==> config.mk <==
export PLATFORM = sky130hd
export DESIGN_NAME = touch_average_calibrate_scale
export DESIGN_NICKNAME = d
export VERILOG_FILES = /design/src/hw/rtl/tacs_pkg.sv /design/src/hw/rtl/touch_average_calibrate_scale.sv /design/src/hw/rtl/tacs_front.sv /design/src/hw/rtl/tacs_queue.sv /design/src/hw/rtl/tacs_back.sv
export VERILOG_INCLUDE_DIRS = /design/src /design/src/hw/rtl
export SDC_FILE = /design/constraint.sdc
export NUM_CORES = 1
export LEC_CHECK = 0
export BUFFER_PORTS_ARGS = -buffer_cell sky130_fd_sc_hd__buf_2
export CORE_ASPECT_RATIO = 1.1
export CORE_MARGIN = 4
export CORE_UTILIZATION = 68
export CTS_BUF_LIST = sky130_fd_sc_hd__clkbuf_16
export CTS_CLUSTER_SIZE = 28
export DETAILED_ROUTE_END_ITERATION = 6
export GPL_TIMING_DRIVEN = 1
export PLACE_DENSITY_LB_ADDON = 0.12
export SLEW_MARGIN = 20
export SYNTH_ARGS = -nofsm -noshare
export SYNTH_HDL_FRONTEND = slang
export SYNTH_SLANG_ARGS = --single-unit
==> constraint.sdc <==
create_clock -name clk -period 22.7 [get_ports clk]
set_clock_uncertainty 0.05 [all_clocks]
set_input_delay 3.405 -clock clk [delete_from_list [all_inputs] [get_ports clk]]
set_output_delay 3.405 -clock clk [all_outputs]
set_load 0.02 [all_outputs]
==> src/hw/rtl/assert_macros.svh <==
// assertion helpers, all checks run on clk and are off while rst_n is low
`ifndef ASSERT_MACROS_SVH
`define ASSERT_MACROS_SVH

// property must hold at every clock edge out of reset
`define ASSERT_AT(lbl, prop, msg) \
  lbl: assert property (@(posedge clk) disable iff (!rst_n) prop) else $error(msg);

// expression must never be true out of reset
`define ASSERT_NEVER(lbl, expr, msg) \
  lbl: assert property (@(posedge clk) disable iff (!rst_n) !(expr)) else $error(msg);

`endif

==> src/hw/rtl/tacs_pkg.sv <==
package tacs_pkg;

  localparam int SAMPLE_W = 10;
  localparam int PIX_W    = 12;
  localparam int PRESS_W  = 4;
  // widest per-axis sum over the supported samples per axis (up to 64)
  localparam int SUM_W    = 16;
  // shared divider: dividend holds scale * offset, divisor holds a span
  localparam int DVD_W    = PIX_W + SAMPLE_W;
  localparam int DVS_W    = SAMPLE_W;

  localparam int CFG_IDX_W  = 2;
  localparam int CFG_DATA_W = PIX_W;

  typedef enum logic [CFG_IDX_W-1:0] {
    REG_CAL_PRESSES = 2'd0,
    REG_SCREEN_W    = 2'd1,
    REG_SCREEN_H    = 2'd2
  } cfg_reg_t;

  localparam logic [PRESS_W-1:0] CAL_PRESSES_RST = 4'd4;
  localparam logic [PIX_W-1:0]   SCREEN_W_RST    = 12'd320;
  localparam logic [PIX_W-1:0]   SCREEN_H_RST    = 12'd240;

  // one finished press handed from front to back
  typedef struct packed {
    logic [SUM_W-1:0] x_sum;
    logic [SUM_W-1:0] y_sum;
    logic             calib;
    logic             seed;
  } job_t;

  // calibration restart request from the config port
  typedef struct packed {
    logic               we;
    logic [PRESS_W-1:0] presses;
  } cal_wr_t;

endpackage

==> src/hw/rtl/touch_average_calibrate_scale.sv <==
// input: one sample a cycle while the two-entry press queue has a free slot
// back end per press: a calibration press only averages and updates the bounds, a scaling
// press also runs up to two divides on the shared restoring divider at one quotient bit a cycle
// the back end works on one press at a time, and a full queue stalls the input
// reset (rst_n low, synchronous): queue and output empty, bounds zero, 4 presses, 320 x 240
module touch_average_calibrate_scale #(
  parameter int SAMPLES_PER_AXIS = 8
) (
  input  logic                               clk,
  input  logic                               rst_n,
  input  logic                               cfg_we,
  input  logic [tacs_pkg::CFG_IDX_W-1:0]     cfg_index,
  input  logic [tacs_pkg::CFG_DATA_W-1:0]    cfg_wdata,
  input  logic                               in_tvalid,
  output logic                               in_tready,
  input  logic [15:0]                        in_tdata,   // adc_sample[9:0], zeros
  output logic                               out_tvalid,
  input  logic                               out_tready,
  output logic [23:0]                        out_tdata,  // x_pixel[11:0], y_pixel[23:12]
  output logic                               out_tuser   // calibrating
);
  import tacs_pkg::*;

  logic [PIX_W-1:0] scr_w_r, scr_w_nxt, scr_h_r, scr_h_nxt;
  cal_wr_t          cal_wr;
  logic             in_acc, q_push, q_ready, q_pop, q_valid;
  job_t             push_job, pop_job;
  logic [PIX_W-1:0] ox, oy;
  logic             oc;

  assign cal_wr.we      = cfg_we && (cfg_index == REG_CAL_PRESSES);
  assign cal_wr.presses = cfg_wdata[PRESS_W-1:0];

  always_comb begin
    scr_w_nxt = scr_w_r;
    scr_h_nxt = scr_h_r;
    if (cfg_we && cfg_index == REG_SCREEN_W) scr_w_nxt = cfg_wdata;
    if (cfg_we && cfg_index == REG_SCREEN_H) scr_h_nxt = cfg_wdata;
  end

  always_ff @(posedge clk) begin
    if (!rst_n) begin
      scr_w_r <= SCREEN_W_RST;
      scr_h_r <= SCREEN_H_RST;
    end else begin
      scr_w_r <= scr_w_nxt;
      scr_h_r <= scr_h_nxt;
    end
  end

  assign in_tready = q_ready;
  assign in_acc    = in_tvalid && q_ready;

  tacs_front #(
    .SAMPLES_PER_AXIS(SAMPLES_PER_AXIS)
  ) u_front (
    .clk       (clk),
    .rst_n     (rst_n),
    .cal_wr    (cal_wr),
    .smp_valid (in_acc),
    .smp       (in_tdata[SAMPLE_W-1:0]),
    .push      (q_push),
    .job       (push_job)
  );

  tacs_queue u_queue (
    .clk        (clk),
    .rst_n      (rst_n),
    .push       (q_push),
    .push_job   (push_job),
    .push_ready (q_ready),
    .pop        (q_pop),
    .pop_valid  (q_valid),
    .pop_job    (pop_job)
  );

  tacs_back #(
    .SAMPLES_PER_AXIS(SAMPLES_PER_AXIS)
  ) u_back (
    .clk       (clk),
    .rst_n     (rst_n),
    .screen_w  (scr_w_r),
    .screen_h  (scr_h_r),
    .q_valid   (q_valid),
    .q_job     (pop_job),
    .q_pop     (q_pop),
    .out_valid (out_tvalid),
    .out_ready (out_tready),
    .out_x     (ox),
    .out_y     (oy),
    .out_calib (oc)
  );

  assign out_tdata = {oy, ox};
  assign out_tuser = oc;

  `include "assert_macros.svh"

  `ASSERT_AT(a_push_room, q_push |-> q_ready, "press pushed into a full queue")
  `ASSERT_AT(a_push_seen, q_push |=> q_valid, "pushed press not visible to back end")
  `ASSERT_NEVER(a_pop_empty, q_pop && !q_valid, "back end popped an empty queue")
  `ASSERT_AT(a_cal_zero, (out_tvalid && out_tuser) |-> (out_tdata == '0),
             "calibration word carries nonzero pixels")

endmodule

==> src/hw/rtl/tacs_front.sv <==
module tacs_front #(
  parameter int SAMPLES_PER_AXIS = 8
) (
  input  logic                           clk,
  input  logic                           rst_n,
  input  tacs_pkg::cal_wr_t              cal_wr,
  input  logic                           smp_valid,
  input  logic [tacs_pkg::SAMPLE_W-1:0]  smp,
  output logic                           push,
  output tacs_pkg::job_t                 job
);
  import tacs_pkg::*;

  localparam int FSUM_W = SAMPLE_W + $clog2(SAMPLES_PER_AXIS);
  localparam int IDX_W  = $clog2(2 * SAMPLES_PER_AXIS);
  localparam logic [IDX_W-1:0] LAST_IDX = IDX_W'(2 * SAMPLES_PER_AXIS - 1);
  localparam logic [IDX_W-1:0] Y_IDX    = IDX_W'(SAMPLES_PER_AXIS);

  logic [IDX_W-1:0]   idx_r, idx_nxt;
  logic [FSUM_W-1:0]  x_sum_r, x_sum_nxt, y_sum_r, y_sum_nxt;
  logic [FSUM_W-1:0]  x_add, y_add;
  logic [PRESS_W-1:0] left_r, left_nxt;
  logic               first_r, first_nxt;
  logic               is_y, is_last;

  assign is_y    = (idx_r >= Y_IDX);
  assign is_last = (idx_r == LAST_IDX);
  assign x_add   = x_sum_r + FSUM_W'(smp);
  assign y_add   = y_sum_r + FSUM_W'(smp);

  assign push        = smp_valid && is_last;
  assign job.x_sum   = SUM_W'(x_sum_r);
  assign job.y_sum   = SUM_W'(y_add);
  assign job.calib   = (left_r != '0);
  assign job.seed    = first_r;

  always_comb begin
    idx_nxt   = idx_r;
    x_sum_nxt = x_sum_r;
    y_sum_nxt = y_sum_r;
    left_nxt  = left_r;
    first_nxt = first_r;
    if (smp_valid) begin
      if (is_last) begin
        idx_nxt   = '0;
        x_sum_nxt = '0;
        y_sum_nxt = '0;
        // calibration presses count down and clear the seed flag
        if (left_r != '0) begin
          left_nxt  = left_r - PRESS_W'(1);
          first_nxt = 1'b0;
        end
      end else begin
        idx_nxt = idx_r + IDX_W'(1);
        if (is_y) begin
          y_sum_nxt = y_add;
        end else begin
          x_sum_nxt = x_add;
        end
      end
    end
    if (cal_wr.we) begin
      left_nxt  = cal_wr.presses;
      first_nxt = 1'b1;
    end
  end

  always_ff @(posedge clk) begin
    if (!rst_n) begin
      idx_r   <= '0;
      x_sum_r <= '0;
      y_sum_r <= '0;
      left_r  <= CAL_PRESSES_RST;
      first_r <= 1'b1;
    end else begin
      idx_r   <= idx_nxt;
      x_sum_r <= x_sum_nxt;
      y_sum_r <= y_sum_nxt;
      left_r  <= left_nxt;
      first_r <= first_nxt;
    end
  end

endmodule

==> src/hw/rtl/tacs_queue.sv <==
module tacs_queue (
  input  logic           clk,
  input  logic           rst_n,
  input  logic           push,
  input  tacs_pkg::job_t push_job,
  output logic           push_ready,
  input  logic           pop,
  output logic           pop_valid,
  output tacs_pkg::job_t pop_job
);
  import tacs_pkg::*;

  job_t       mem_r [2];
  logic       wr_ptr_r, wr_ptr_nxt, rd_ptr_r, rd_ptr_nxt;
  logic [1:0] cnt_r, cnt_nxt;

  assign push_ready = (cnt_r != 2'd2);
  assign pop_valid  = (cnt_r != 2'd0);
  assign pop_job    = mem_r[rd_ptr_r];

  always_comb begin
    wr_ptr_nxt = wr_ptr_r;
    rd_ptr_nxt = rd_ptr_r;
    cnt_nxt    = cnt_r;
    if (push) begin
      wr_ptr_nxt = ~wr_ptr_r;
    end
    if (pop) begin
      rd_ptr_nxt = ~rd_ptr_r;
    end
    unique case ({push, pop})
      2'b10:   cnt_nxt = cnt_r + 2'd1;
      2'b01:   cnt_nxt = cnt_r - 2'd1;
      default: cnt_nxt = cnt_r;
    endcase
  end

  always_ff @(posedge clk) begin
    if (push) begin
      mem_r[wr_ptr_r] <= push_job;
    end
  end

  always_ff @(posedge clk) begin
    if (!rst_n) begin
      wr_ptr_r <= 1'b0;
      rd_ptr_r <= 1'b0;
      cnt_r    <= 2'd0;
    end else begin
      wr_ptr_r <= wr_ptr_nxt;
      rd_ptr_r <= rd_ptr_nxt;
      cnt_r    <= cnt_nxt;
    end
  end

endmodule

==> src/hw/rtl/tacs_back.sv <==
module tacs_back #(
  parameter int SAMPLES_PER_AXIS = 8
) (
  input  logic                        clk,
  input  logic                        rst_n,
  input  logic [tacs_pkg::PIX_W-1:0]  screen_w,
  input  logic [tacs_pkg::PIX_W-1:0]  screen_h,
  input  logic                        q_valid,
  input  tacs_pkg::job_t              q_job,
  output logic                        q_pop,
  output logic                        out_valid,
  input  logic                        out_ready,
  output logic [tacs_pkg::PIX_W-1:0]  out_x,
  output logic [tacs_pkg::PIX_W-1:0]  out_y,
  output logic                        out_calib
);
  import tacs_pkg::*;

  localparam int CNT_W = $clog2(DVD_W + 1);

  // floor(sum / SAMPLES_PER_AXIS) as (sum * ceil(2^AVG_SH / SAMPLES_PER_AXIS)) >> AVG_SH,
  // exact for every sum below 2^SUM_W
  localparam int AVG_SH = SUM_W + $clog2(SAMPLES_PER_AXIS);
  localparam int AVG_MUL = ((1 << AVG_SH) + SAMPLES_PER_AXIS - 1) / SAMPLES_PER_AXIS;
  localparam logic [SUM_W:0] AVG_MUL_C = (SUM_W + 1)'(AVG_MUL);
  localparam int PROD_W = 2 * SUM_W + 1;

  typedef enum logic [8:0] {
    S_IDLE  = 9'b000000001,
    S_DIVX  = 9'b000000010,
    S_DIVY  = 9'b000000100,
    S_BOUND = 9'b000001000,
    S_MULX  = 9'b000010000,
    S_DIVPX = 9'b000100000,
    S_MULY  = 9'b001000000,
    S_DIVPY = 9'b010000000,
    S_OUT   = 9'b100000000
  } state_t;

  state_t              state_r, state_nxt;
  logic [DVD_W-1:0]    dvd_r, dvd_nxt;
  logic [DVS_W-1:0]    dvs_r, dvs_nxt, rem_r, rem_nxt;
  logic [CNT_W-1:0]    cnt_r, cnt_nxt;
  logic [SUM_W-1:0]    ysum_r, ysum_nxt;
  logic                calib_r, calib_nxt, seed_r, seed_nxt;
  logic [SAMPLE_W-1:0] xa_r, xa_nxt, ya_r, ya_nxt;
  logic [SAMPLE_W-1:0] xlo_r, xlo_nxt, xhi_r, xhi_nxt, ylo_r, ylo_nxt, yhi_r, yhi_nxt;
  logic [PIX_W-1:0]    xp_r, xp_nxt, yp_r, yp_nxt;
  logic                ov_r, ov_nxt;
  logic [PIX_W-1:0]    ox_r, ox_nxt, oy_r, oy_nxt;
  logic                oc_r, oc_nxt;

  // one restoring divide step per cycle
  logic [DVS_W:0]   rem_sh, rem_dif;
  logic             ge, div_last;
  logic [DVS_W-1:0] rem_step;
  logic [DVD_W-1:0] quo_step;

  assign rem_sh   = {rem_r, dvd_r[DVD_W-1]};
  assign ge       = (rem_sh >= {1'b0, dvs_r});
  assign rem_dif  = rem_sh - {1'b0, dvs_r};
  assign rem_step = ge ? rem_dif[DVS_W-1:0] : rem_sh[DVS_W-1:0];
  assign quo_step = {dvd_r[DVD_W-2:0], ge};
  assign div_last = (cnt_r == CNT_W'(1));

  // per-axis average of the sum held in dvd_r
  logic [PROD_W-1:0]   avg_prod;
  logic [SAMPLE_W-1:0] avg_q;

  assign avg_prod = PROD_W'(dvd_r[SUM_W-1:0]) * PROD_W'(AVG_MUL_C);
  assign avg_q    = avg_prod[AVG_SH +: SAMPLE_W];

  // clamp, offset and product for whichever axis is up
  logic [SAMPLE_W-1:0] m_v, m_lo, m_hi, m_cl, m_off, m_span;
  logic [PIX_W-1:0]    m_scale;
  logic [DVD_W-1:0]    m_prod;
  logic                m_flat;

  always_comb begin
    if (state_r == S_MULY) begin
      m_v = ya_r; m_lo = ylo_r; m_hi = yhi_r; m_scale = screen_h;
    end else begin
      m_v = xa_r; m_lo = xlo_r; m_hi = xhi_r; m_scale = screen_w;
    end
    if (m_v < m_lo) begin
      m_cl = m_lo;
    end else if (m_v > m_hi) begin
      m_cl = m_hi;
    end else begin
      m_cl = m_v;
    end
    m_off  = m_cl - m_lo;
    m_span = m_hi - m_lo;
    m_flat = (m_hi <= m_lo);
    m_prod = DVD_W'(m_scale) * DVD_W'(m_off);
  end

  assign q_pop     = (state_r == S_IDLE) && q_valid;
  assign out_valid = ov_r;
  assign out_x     = ox_r;
  assign out_y     = oy_r;
  assign out_calib = oc_r;

  always_comb begin
    state_nxt = state_r;
    dvd_nxt   = dvd_r;
    dvs_nxt   = dvs_r;
    rem_nxt   = rem_r;
    cnt_nxt   = cnt_r;
    ysum_nxt  = ysum_r;
    calib_nxt = calib_r;
    seed_nxt  = seed_r;
    xa_nxt    = xa_r;
    ya_nxt    = ya_r;
    xlo_nxt   = xlo_r;
    xhi_nxt   = xhi_r;
    ylo_nxt   = ylo_r;
    yhi_nxt   = yhi_r;
    xp_nxt    = xp_r;
    yp_nxt    = yp_r;
    ov_nxt    = ov_r && !out_ready;
    ox_nxt    = ox_r;
    oy_nxt    = oy_r;
    oc_nxt    = oc_r;
    if (state_r == S_DIVPX || state_r == S_DIVPY) begin
      dvd_nxt = quo_step;
      rem_nxt = rem_step;
      cnt_nxt = cnt_r - CNT_W'(1);
    end
    unique case (state_r)
      S_IDLE: begin
        if (q_valid) begin
          dvd_nxt   = DVD_W'(q_job.x_sum);
          ysum_nxt  = q_job.y_sum;
          calib_nxt = q_job.calib;
          seed_nxt  = q_job.seed;
          state_nxt = S_DIVX;
        end
      end
      S_DIVX: begin
        xa_nxt    = avg_q;
        dvd_nxt   = DVD_W'(ysum_r);
        state_nxt = S_DIVY;
      end
      S_DIVY: begin
        ya_nxt    = avg_q;
        state_nxt = calib_r ? S_BOUND : S_MULX;
      end
      S_BOUND: begin
        if (seed_r) begin
          xlo_nxt = xa_r; xhi_nxt = xa_r; ylo_nxt = ya_r; yhi_nxt = ya_r;
        end else begin
          if (xa_r < xlo_r) xlo_nxt = xa_r;
          if (xa_r > xhi_r) xhi_nxt = xa_r;
          if (ya_r < ylo_r) ylo_nxt = ya_r;
          if (ya_r > yhi_r) yhi_nxt = ya_r;
        end
        xp_nxt    = '0;
        yp_nxt    = '0;
        state_nxt = S_OUT;
      end
      S_MULX: begin
        if (m_flat) begin
          xp_nxt    = '0;
          state_nxt = S_MULY;
        end else begin
          dvd_nxt   = m_prod;
          dvs_nxt   = m_span;
          rem_nxt   = '0;
          cnt_nxt   = CNT_W'(DVD_W);
          state_nxt = S_DIVPX;
        end
      end
      S_DIVPX: begin
        if (div_last) begin
          xp_nxt    = quo_step[PIX_W-1:0];
          state_nxt = S_MULY;
        end
      end
      S_MULY: begin
        if (m_flat) begin
          yp_nxt    = '0;
          state_nxt = S_OUT;
        end else begin
          dvd_nxt   = m_prod;
          dvs_nxt   = m_span;
          rem_nxt   = '0;
          cnt_nxt   = CNT_W'(DVD_W);
          state_nxt = S_DIVPY;
        end
      end
      S_DIVPY: begin
        if (div_last) begin
          yp_nxt    = quo_step[PIX_W-1:0];
          state_nxt = S_OUT;
        end
      end
      S_OUT: begin
        // hand over once the output register is free
        if (!ov_r || out_ready) begin
          ov_nxt    = 1'b1;
          ox_nxt    = xp_r;
          oy_nxt    = yp_r;
          oc_nxt    = calib_r;
          state_nxt = S_IDLE;
        end
      end
      default: state_nxt = S_IDLE;
    endcase
  end

  always_ff @(posedge clk) begin
    if (!rst_n) begin
      state_r <= S_IDLE;
      ov_r    <= 1'b0;
      xlo_r   <= '0;
      xhi_r   <= '0;
      ylo_r   <= '0;
      yhi_r   <= '0;
    end else begin
      state_r <= state_nxt;
      ov_r    <= ov_nxt;
      xlo_r   <= xlo_nxt;
      xhi_r   <= xhi_nxt;
      ylo_r   <= ylo_nxt;
      yhi_r   <= yhi_nxt;
    end
  end

  always_ff @(posedge clk) begin
    dvd_r   <= dvd_nxt;
    dvs_r   <= dvs_nxt;
    rem_r   <= rem_nxt;
    cnt_r   <= cnt_nxt;
    ysum_r  <= ysum_nxt;
    calib_r <= calib_nxt;
    seed_r  <= seed_nxt;
    xa_r    <= xa_nxt;
    ya_r    <= ya_nxt;
    xp_r    <= xp_nxt;
    yp_r    <= yp_nxt;
    ox_r    <= ox_nxt;
    oy_r    <= oy_nxt;
    oc_r    <= oc_nxt;
  end

endmodule

---- Word level (Yosys, flattened, before mapping) ----
Memories as Yosys holds them, arrays and structs flattened. A register that Yosys moved wholly into a read port is not among the register bits.
Cells that the tools add are included.
cells by class
  bitwise logic cells ..................... 4
  $mul .................................... 1
  add/subtract/negate cells ............... 10
  equal/unequal tests ..................... 23
  reductions and logical operators ........ 41
  $lt $le $gt $ge ......................... 9
  muxes and demuxes ....................... 53
operators with widths
  kind                                                             count
  10-bit two-way mux                                               17
  9-bit case mux with 9 select lines                               1
  12-bit case mux with 3 select lines                              2
  22-bit two-way mux                                               3
  22-bit case mux with 3 select lines                              1
  13-bit two-way mux                                               4
  9-bit two-way mux                                                5
  12-bit two-way mux                                               3
  10-bit > comparator                                              3
  10-bit < comparator                                              3
  10-bit subtractor                                                3
  13-bit by 10-bit adder with 13-bit output                        2
  12-bit by 10-bit multiplier with 22-bit output                   1
  4-bit two-way mux                                                5
  5-bit two-way mux                                                4
  2-bit nonzero test                                               10
  2-bit AND reduction                                              9
  2-bit by 1-bit != test with 1-bit output, second input constant  6
  3-bit AND reduction                                              4
  11-bit by 10-bit >= comparator with 1-bit output                 1
  10-bit <= comparator                                             1
  9-bit by 1-bit == test with 1-bit output, second input constant  1
  9-bit by 2-bit == test with 1-bit output, second input constant  1
  9-bit by 3-bit == test with 1-bit output, second input constant  1
  other kinds (29)                                                 50
word-level totals
  word-level logic and storage cells ...... 172
  memories kept ........................... 1
  output and inout bits ................... 27
  flip-flop bits (word level) ............. 247
  bits in writable memories ............... 56
memories
  name           depth  bits a word  rd ports  clocked after Yosys merged registers in  wr ports  line              source
  u_queue.mem_r  2      28           1         1                                        1         tacs_queue.sv:13  job_t mem_r [2];

---- Logic depth before layout (Yosys ltp) ----
Gate-level depths: netlist of the first run.
  word-level depth ........................ 9
  depth in mapped cells ................... 48
  gate-level depth less buffers ........... 39

---- By module ----
From an unflattened synthesis of the first run, not the netlist that was laid out.
unflattened totals
  cells, all modules ...................... 1963
  area, all modules ....................... 20279.4 µm²
by module, submodules not included
  module                         seq. area each (µm²)  cells each  instances  area each (µm²)
  tacs_back                      4654.5                1446        1          14134.8
  tacs_queue                     2142.1                128         1          2661.3
  tacs_front                     700.7                 287         1          2494.9
  touch_average_calibrate_scale  480.5                 102         1          988.4

---- Worst setup path after synthesis of the first run ----
Ideal clock, no wire load.
  path kind ............................... register -> register
  from .................................... register u_back.state_r[5]
  to ...................................... register u_back.dvd_r[18]
  cell stages (with the launch flop) ...... 46
  library setup time ...................... 135 ps
  path slack .............................. 12836 ps
  arrival time ............................ 9679 ps
  clock period less this slack ............ 9864 ps
  path through ............................ dfxtp_1 buf_4 nor4b_4 and3_1 buf_4 buf_2 buf_2 buf_4 mux2i_1 ha_1 a21oi_1 nor2b_1 o21ai_0 a21oi_1 o32a_1 buf_2 clkbuf_1 o21ai_0 [... 10 more ...] nor3_1 fa_1 fa_1 fa_1 fa_1 inv_1 fa_1 inv_1 ha_1 clkbuf_1 a21oi_1 o21ba_2 o21ai_0 a21oi_1 nor2_1 a211oi_1 xor2_1 o32ai_1
between the ends
  longest elaborated chain between the ends .. 9
  elaborated cells on any way between the ends .. 23
  those cells by class .................... add/sub (1); mul (1); order compare (3); eq/ne (6); mux (10); reduce/logical (2)
RTL lines
  element                                         line                                source
  start, declared                                 tacs_back.sv:40                     state_t state_r, state_nxt;
  start signal, assigned                          tacs_back.sv:221                    state_r <= state_nxt;
  9-bit by 7-bit == test with 1-bit output        tacs_back.sv:80, tacs_back.sv:130
  10-bit two-way mux                              tacs_back.sv:80                     if (state_r == S_MULY) begin
  10-bit > comparator                             tacs_back.sv:87                     end else if (m_v > m_hi) begin
  10-bit two-way mux                              tacs_back.sv:87
  10-bit two-way mux                              tacs_back.sv:85                     if (m_v < m_lo) begin
  10-bit subtractor                               tacs_back.sv:92                     m_off = m_cl - m_lo;
  12-bit by 10-bit multiplier with 22-bit output  tacs_back.sv:95                     m_prod = DVD_W'(m_scale) * DVD_W'(m_off);
  22-bit two-way mux                              tacs_back.sv:163, tacs_back.sv:181
  22-bit case mux with 3 select lines (*)         tacs_back.sv:130                    unique case (state_r)
  via u_back.dvd_nxt[18]                          tacs_back.sv:41                     logic [DVD_W-1:0] dvd_r, dvd_nxt;
  end signal, assigned                            tacs_back.sv:231                    dvd_r <= dvd_nxt;
  end, declared                                   tacs_back.sv:41
Mark *: on every way through the listed nets, which the timed path passes. The rest lies on a longest branch.
A chain may end at the register's enable or synchronous reset.

---- Final worst setup path of the first run ----
  from .................................... register u_back.state_r[6]
  to ...................................... register u_back.dvd_r[18]
Same word-level chain as after synthesis.

==> results of run 1 <==
## cell type report
type / instances / area share
Clock buffer: 32 / 0.0380
Clock inverter: 26 / 0.0123
Inverter: 197 / 0.0351
Multi-Input combinational cell: 1355 / 0.516
Sequential cell: 301 / 0.357
Tap cell: 363 / 0.0215
Timing Repair Buffer: 75 / 0.0203
## kinds of logic (layout without fill, tap and decap cells)
family          count (synthesis)  count (layout)  synth area share
simple gates                  552             552             0.138
compound gates                327             327             0.111
flops                         301             301             0.388
buf+inv                       271             330            0.0549
fa+ha+maj                     253             253             0.195
mux                           142             142            0.0763
xor+xnor                       81              81            0.0365
## worst register-to-register path: cells and delay by family (launching register included)
family,cells,cell delay [ns]
buffers and inverters,5,1.19
AOI/OAI and AO/OA,14,2.12
muxes,2,0.83
xor gates and xnor gates,1,0.20
DFF,1,0.49
and+or+nand+nor,9,1.57
adders and majority gates,9,4.07
## per-stage QoR
step	setup WS [ns]	std cells	utilization	hold WS, ns	total power [W]
detailed placement	12.18	2291	0.716	0.355	0.000673
CTS	12.13	2349	0.754	0.366	0.00120
global placement	12.27	2291	0.716	0.352	0.000670
finish	12.01	2349	0.754	0.365	0.00119
floorplan	12.84	1927	-	0.350	0.000652
global route	11.31	2349	0.754	0.374	0.00123
## synth_stat cells, types with 4 or more instances
library cell / count / share of area
and3_1: 10 / 0.0032
clkbuf_1: 50 / 0.0097
nand2_1: 197 / 0.038
nor4_1: 4 / 0.0013
nand3b_1: 4 / 0.0015
o21bai_1: 12 / 0.0046
edfxtp_1: 150 / 0.23
xor2_1: 32 / 0.014
or2_2: 18 / 0.0058
nor3_1: 32 / 0.0082
nor2b_1: 37 / 0.012
o21a_1: 10 / 0.0039
nand4_1: 13 / 0.0042
a21boi_0: 28 / 0.011
o211ai_1: 20 / 0.0077
and2_1: 31 / 0.010
a31oi_1: 11 / 0.0035
dfxtp_1: 151 / 0.16
or3_1: 11 / 0.0035
ha_1: 170 / 0.11
a21oi_1: 75 / 0.019
o221ai_1: 5 / 0.0023
buf_2: 15 / 0.0039
a22oi_1: 26 / 0.010
a211oi_1: 7 / 0.0027
fa_1: 83 / 0.086
xnor2_1: 49 / 0.022
nand2b_1: 36 / 0.012
nand3_1: 23 / 0.0059
buf_4: 4 / 0.0015
a21o_1: 36 / 0.014
mux2i_1: 98 / 0.051
a22o_1: 4 / 0.0018
inv_1: 196 / 0.038
o21ai_0: 56 / 0.014
o22ai_1: 9 / 0.0029
mux2_2: 42 / 0.024
nor2_1: 114 / 0.022
## layer usage
metal | global-route usage | up-vias | share of wire
met5 | 0 | - | 0
met3 | 0.0384 | 114 | 0.051
met1 | 0.347 | 6684 | 0.42
li1 | - | 6747 | -
met2 | 0.482 | 391 | 0.49
met4 | 0.115 | 0 | 0.040
## flip-flops by register name, indices dropped and copies added, names as in the netlist, 9 cells and up, named ones only
signal / count
u_back.state_r: 9
u_front.x_sum_r: 13
u_back.xhi_r: 10
u_back.out_y: 12
u_back.out_x: 12
u_back.yp_r: 12
u_back.rem_r: 10
u_back.ya_r: 10
u_back.xp_r: 12
u_queue.mem_r: 56
scr_h_r: 12
u_back.dvd_r: 22
scr_w_r: 12
u_back.yhi_r: 10
u_back.dvs_r: 10
u_back.xlo_r: 10
u_back.xa_r: 10
u_front.y_sum_r: 13
u_back.ysum_r: 13
u_back.ylo_r: 10
## worst max-delay path by stage
stage,start,end,cells after the start
6_report,u_back.state_r[6]$_SDFFE_PN0P_,u_back.dvd_r[18]$_DFF_P_,40
5_1_grt,u_back.state_r[8]$_SDFFE_PN0P_,u_back.dvd_r[18]$_DFF_P_,40
4_1_cts,u_back.state_r[6]$_SDFFE_PN0P_,u_back.dvd_r[18]$_DFF_P_,40
3_5_place_dp,u_back.state_r[6]$_SDFFE_PN0P_,u_back.dvd_r[18]$_DFF_P_,35
3_3_place_gp,u_back.state_r[6]$_SDFFE_PN0P_,u_back.dvd_r[21]$_DFF_P_,37
2_1_floorplan,u_back.state_r[5]$_SDFFE_PN0P_,u_back.dvd_r[18]$_DFF_P_,45
## power by group through the flow
stage               sequential [W]  combinational [W]  clock (W)
global route              0.000582          0.0000929   0.000559
global placement          0.000592          0.0000779          0
floorplan                 0.000590          0.0000622          0
finish                    0.000581          0.0000822   0.000526
CTS                       0.000581          0.0000818   0.000533
detailed placement        0.000593          0.0000807          0
==> results.py, run 1 <==
metrics = {
    "cells_and_area": {
        "fillerInstances": 1942,
        "fin_nets": 2249,
        "drive_gt1_frac": 0.103,
        "most_frequent_standard_cell_in_the_layout_excluding_fill_and_tap_cells": "inv_1",
        "area_growth_syn_to_layout_pct": 8.55,
        "num_antenna_cells": 0,
        "final_cell_mix": "inv_1 (204), nand2_1 (197), ha_1 (170)",
        "ff_latch_area_sq_um": 7530,
        "multi_input_comb_area_sq_um": 10900,
        "final_area_sq_um": 21100,
    },
    "power_and_ir_drop": {
        "p_clk_frac": 0.442,
        "p_int_w": 0.000919,
        "combPwrFrac": 0.069,
        "power_switching_w": 0.000271,
        "vdd_drop_max_uv": 61.7,
        "power.leakage_nw": 8.62,
        "power.density_nw_per_um2": 56.4,
        "seq_power_share": 0.489,
        "power.switching_fraction": 0.227,
    },
    "global_routing": {
        "first_global_vias": 14200,
        "grt_remaining_overflow": 0,
        "grt_use_total": 0.276,
        "antenna_violations_before_repair": 0,
        "grt_max_degree": 87,
        "grt_first_pass_wirelength_microns": 70400,
    },
    "clock_tree": {
        "post_cts.resized_instances": 0,
        "cts_root_buf": "clkbuf_16",
        "cts-buffers-inserted": 31,
        "tritoncts_num_sinks": 301,
        "worst_skew_pair.late_latency_ns": 0.58,
        "cts-hold-fix-buffers": 0,
        "cts_tree": "done",
        "cts.reportedPaths.clkPinSlew_ns": 0.06,
        "max-clock-path-buffers": 3,
        "post_cts.repair.setup_buffers": 0,
        "htree_levels": 1,
    },
    "worst_setup_path": {
        "rrSetupSlack_ns": 12.01,
        "worst_ep_required_time_ns": 23.07,
        "type_of_destination_of_the_critical_path": "register",
        "path_buf_inv": 5,
        "critical-path-slowest-cell": "buf_4",
        "worst_r2r_endpoint": "u_back.dvd_r[18]$_DFF_P_",
        "r2r.worst_path.cells": 40,
        "cp_data_arrival_time_ns": 11.05,
        "crit_top_cell": "fa_1",
        "rr_startpoint": "u_back.state_r[6]$_SDFFE_PN0P_",
        "setup.worst_path.class": "register to register",
        "critical-path-max-stage-delay_ns": 0.65,
        "startpoint_class_of_the_critical_path": "register",
        "critical_path.max_fanout": 49,
        "cp_top_family": "adder cells",
    },
    "flow_run": {
        "maximum_capacitance_violations": 0,
    },
    "placed_design": {
        "number_of_buffer_cells_added_on_primary_ports": 55,
        "dpl-instance-area_sq_um": 20000,
        "dpl.hpwl_microns": 31800,
        "routabilityCongestion": 0.906,
    },
    "routing": {
        "route.antenna.remaining_nets": 0,
        "dr.pass1.iters": 5,
        "routed_via_density": 5.93,
        "via_count": 13900,
        "final_routed_wirelength_across_all_metal_layers_microns": 43000,
        "remaining_drc_errors": 0,
        "dr_wl_cell_microns": 18.3,
        "drt_first_iter_violations": 998,
    },
    "die": {
        "initial_utilization": 0.695,
        "total_number_of_placement_rows": 64,
        "core_footprint_sq_um": 27900,
        "top_level_ports": 62,
        "design.die.area_sq_um": 31300,
        "x_dimension_of_the_die_microns": 169,
        "dieHeight_microns": 185,
    },
    "outcome": {
        "status": "finished clean",
    },
    "sta": {
        "timing.final.hold_violations": 0,
        "setup_viol": 0,
        "min_period_over_period": 0.471,
        "timing.final.max_slew_violations": 0,
        "total_negative_slack_for_setup_checks_ns": 0,
        "final_period_minus_worst_setup_slack_ns": 10.69,
        "max-slew-margin-rel": 0.268,
        "max_slew.worst_pin.slew_ns": 1.07,
        "grt_setup_unrepaired": "no",
        "fmax_ghz": 0.0936,
    },
    "yosys": {
        "synthesized_instance_count": 1927,
        "yosys_warnings": 0,
        "synth.ff_latch_count": 301,
        "avgSynthCellArea_sq_um": 10.1,
        "synth_seq_area_share": 0.388,
        "synth_edf_count": 150,
        "syn-num-nets": 2215,
        "postSynth.topFlopCell": "dfxtp_1",
        "synth.lib_cells_used.distinct": 76,
        "syn-cell-area_sq_um": 19400,
        "async_flop_share": 0,
    },
    "worst_hold_path": {
        "holdCritStartpoint": "u_back.xp_r[7]$_SDFFCE_PP0P_",
        "whs_endpoint": "u_back.out_x[7]$_DFFE_PP_",
        "type_of_the_worst_min_delay_path": "register to register",
        "worst_hold_stages": 0,
    },
}
Power figures use the tool's default switching activity.
==> run 2, diff against run 1 <==
--- a/config.mk
+++ b/config.mk
@@ -9,7 +9,7 @@
 export BUFFER_PORTS_ARGS = -buffer_cell sky130_fd_sc_hd__buf_2
 export CORE_ASPECT_RATIO = 1.1
 export CORE_MARGIN = 4
-export CORE_UTILIZATION = 68
+export CORE_UTILIZATION = 64
 export CTS_BUF_LIST = sky130_fd_sc_hd__clkbuf_16
 export CTS_CLUSTER_SIZE = 28
 export DETAILED_ROUTE_END_ITERATION = 6
==> constraint.sdc (replaced) <==
create_clock -name clk -period 10.7 [get_ports clk]
set_clock_uncertainty 0.05 [all_clocks]
set_input_delay 1.605 -clock clk [delete_from_list [all_inputs] [get_ports clk]]
set_output_delay 1.605 -clock clk [all_outputs]
set_load 0.02 [all_outputs]
==> run 2 against run 1 <==
  * Power up 110%
  * Via count about the same
  * Routed wire length about the same
  * Die area up 6.0%
  * Non-clock buffer count up 13
  * Combinational power up 110%
  * Utilization down 4.2 points
  * Worst setup slack worse by 11 ns
  * Count of clock-buffer cells in the layout down 1
  * Clock power up 110%
  * Design area up 0.47%
  * First-iteration DRC count down 4.6%
  * Largest cell class unchanged
==> results.py, run 2 (synthesis results as in run 1) <==
metrics = {
    "outcome": {
        "status": "finished clean",
    },
    "die": {
        "top_level_ports": 62,
        "initial_utilization": 0.653,
        "dieHeight_microns": 191,
        "design.die.area_sq_um": 33200,
        "x_dimension_of_the_die_microns": 174,
        "core_footprint_sq_um": 29700,
        "total_number_of_placement_rows": 66,
    },
    "clock_tree": {
        "cts_root_buf": "clkbuf_16",
        "max-clock-path-buffers": 3,
        "cts.reportedPaths.clkPinSlew_ns": 0.06,
        "post_cts.repair.setup_buffers": 0,
        "cts-buffers-inserted": 31,
        "worst_skew_pair.late_latency_ns": 0.58,
        "htree_levels": 1,
        "cts_tree": "done",
        "tritoncts_num_sinks": 301,
    },
    "worst_setup_path": {
        "setup.worst_path.class": "register to register",
        "critical-path-slowest-cell": "xor2_1",
        "critical_path.max_fanout": 10,
        "worst_ep_required_time_ns": 11.10,
        "critical-path-max-stage-delay_ns": 0.62,
        "type_of_destination_of_the_critical_path": "register",
        "cp_top_family": "adder cells",
        "path_buf_inv": 6,
        "startpoint_class_of_the_critical_path": "register",
        "cp_data_arrival_time_ns": 10.41,
    },
    "flow_run": {
        "maximum_capacitance_violations": 0,
    },
    "cells_and_area": {
        "largest-register": "u_queue.mem_r",
        "drive_gt1_frac": 0.110,
        "top_flop_regs": "u_queue.mem_r: 56 flops, u_back.dvd_r: 22 flops",
        "final_area_sq_um": 21200,
        "area_growth_syn_to_layout_pct": 9.07,
        "num_antenna_cells": 0,
        "most_frequent_standard_cell_in_the_layout_excluding_fill_and_tap_cells": "inv_1",
        "largest_register_ffs": 56,
        "final_cell_mix": "inv_1 (202), nand2_1 (197), ha_1 (170)",
        "fin_nets": 2263,
    },
    "power_and_ir_drop": {
        "power.switching_fraction": 0.232,
        "combPwrFrac": 0.071,
        "vdd_drop_max_uv": 120,
        "p_clk_frac": 0.435,
        "power_switching_w": 0.000579,
        "seq_power_share": 0.494,
        "power.density_nw_per_um2": 118,
        "power.leakage_nw": 8.62,
        "p_int_w": 0.00191,
    },
    "sta": {
        "setup_viol": 0,
        "max_slew.worst_pin.slew_ns": 1.03,
        "min_period_over_period": 0.936,
        "timing.final.hold_violations": 0,
        "total_negative_slack_for_setup_checks_ns": 0,
        "grt_setup_unrepaired": "no",
        "max-slew-margin-rel": 0.295,
        "fmax_ghz": 0.0998,
        "timing.final.max_slew_violations": 0,
        "postLayoutSetupSlackWorst_ns": 0.684,
        "final_period_minus_worst_setup_slack_ns": 10.02,
    },
    "global_routing": {
        "grt_use_total": 0.260,
        "first_global_vias": 14000,
        "grt_max_degree": 82,
        "grt_remaining_overflow": 0,
        "grt_first_pass_wirelength_microns": 70900,
        "antenna_violations_before_repair": 0,
    },
    "placed_design": {
        "place_worst_setup_slack_ns": 0.464,
        "dpl.hpwl_microns": 31700,
        "dpl-instance-area_sq_um": 20100,
        "number_of_buffer_cells_added_on_primary_ports": 55,
        "routabilityCongestion": 0.913,
    },
    "routing": {
        "final_routed_wirelength_across_all_metal_layers_microns": 43000,
        "dr_wl_cell_microns": 18.1,
        "routed_via_density": 5.87,
        "via_count": 13900,
        "route.antenna.remaining_nets": 0,
        "dr.pass1.iters": 7,
        "drt_first_iter_violations": 952,
        "remaining_drc_errors": 0,
    },
    "worst_hold_path": {
        "type_of_the_worst_min_delay_path": "register to register",
    },
}
## run 2: power by group through the flow
stage                     clock [W]  sequential, W  combinational [W]
after floorplan                   0        0.00125           0.000132
after global placement            0        0.00126           0.000168
after detailed placement          0        0.00126           0.000174
after CTS                   0.00110        0.00123           0.000175
after global routing        0.00115        0.00123           0.000199
final                       0.00108        0.00123           0.000176
## run 2: per-stage QoR
stage | power [W] | utilization | hold slack [ns] | cells
after global placement | 0.00142 | 0.677 | 0.353 | 2315
after floorplan | 0.00138 | - | 0.350 | 1927
after global routing | 0.00259 | 0.712 | 0.373 | 2374
final | 0.00249 | 0.712 | 0.368 | 2374
after detailed placement | 0.00143 | 0.677 | 0.355 | 2315
after CTS | 0.00251 | 0.712 | 0.367 | 2373
## run 2: metal layers
metal,routed length [microns],track usage,vias up,part of all wire
met5,0,0,-,0
met4,1390,0.0807,0,0.032
met3,2240,0.0333,98,0.052
met2,20600,0.448,343,0.48
met1,18800,0.347,6719,0.44
li1,-,-,6768,-
## run 2: layout make-up
type                       count  area, sq um
fill                        2214         8550
multi-input combinational   1356        10900
clock buffer                  31          776
sequential                   301         7530
tap                          374          468
timing repair buffer          88          538
clock inverter                27          253
inverter                     197          739
## run 2: worst register-to-register path: cells and delay by family, from the launching register on
kind | cells | cell delay [ns]
buffers and inverters | 6 | 0.42
AO/OA/AOI/OAI | 12 | 1.93
AND/OR/NAND/NOR | 9 | 1.67
XOR/XNOR | 2 | 0.82
multiplexers | 2 | 0.73
flip-flops | 1 | 0.48
adder cells (fa/ha/maj) | 9 | 3.78
## run 2: final timing paths
| path | slack [ns] | depth (start not counted) | endpoint | from |
|---|---|---|---|---|
| setup / recovery | 0.68 | 40 | u_back.dvd_r[21]$_DFF_P_ | u_back.state_r[6]$_SDFFE_PN0P_ |
| hold reg to reg | 0.37 | 0 | u_back.out_y[7]$_DFFE_PP_ | u_back.yp_r[7]$_SDFFCE_PN0P_ |
| hold / removal | 0.37 | 0 | u_back.out_y[7]$_DFFE_PP_ | u_back.yp_r[7]$_SDFFCE_PN0P_ |
| setup reg to reg | 0.68 | 40 | u_back.dvd_r[21]$_DFF_P_ | u_back.state_r[6]$_SDFFE_PN0P_ |
## run 2: timing repair
action                                  in CTS  in global routing
hold buffers                                 0                  0
gates resized for setup                      0                  3
endpoints found under the setup margin       0                 10
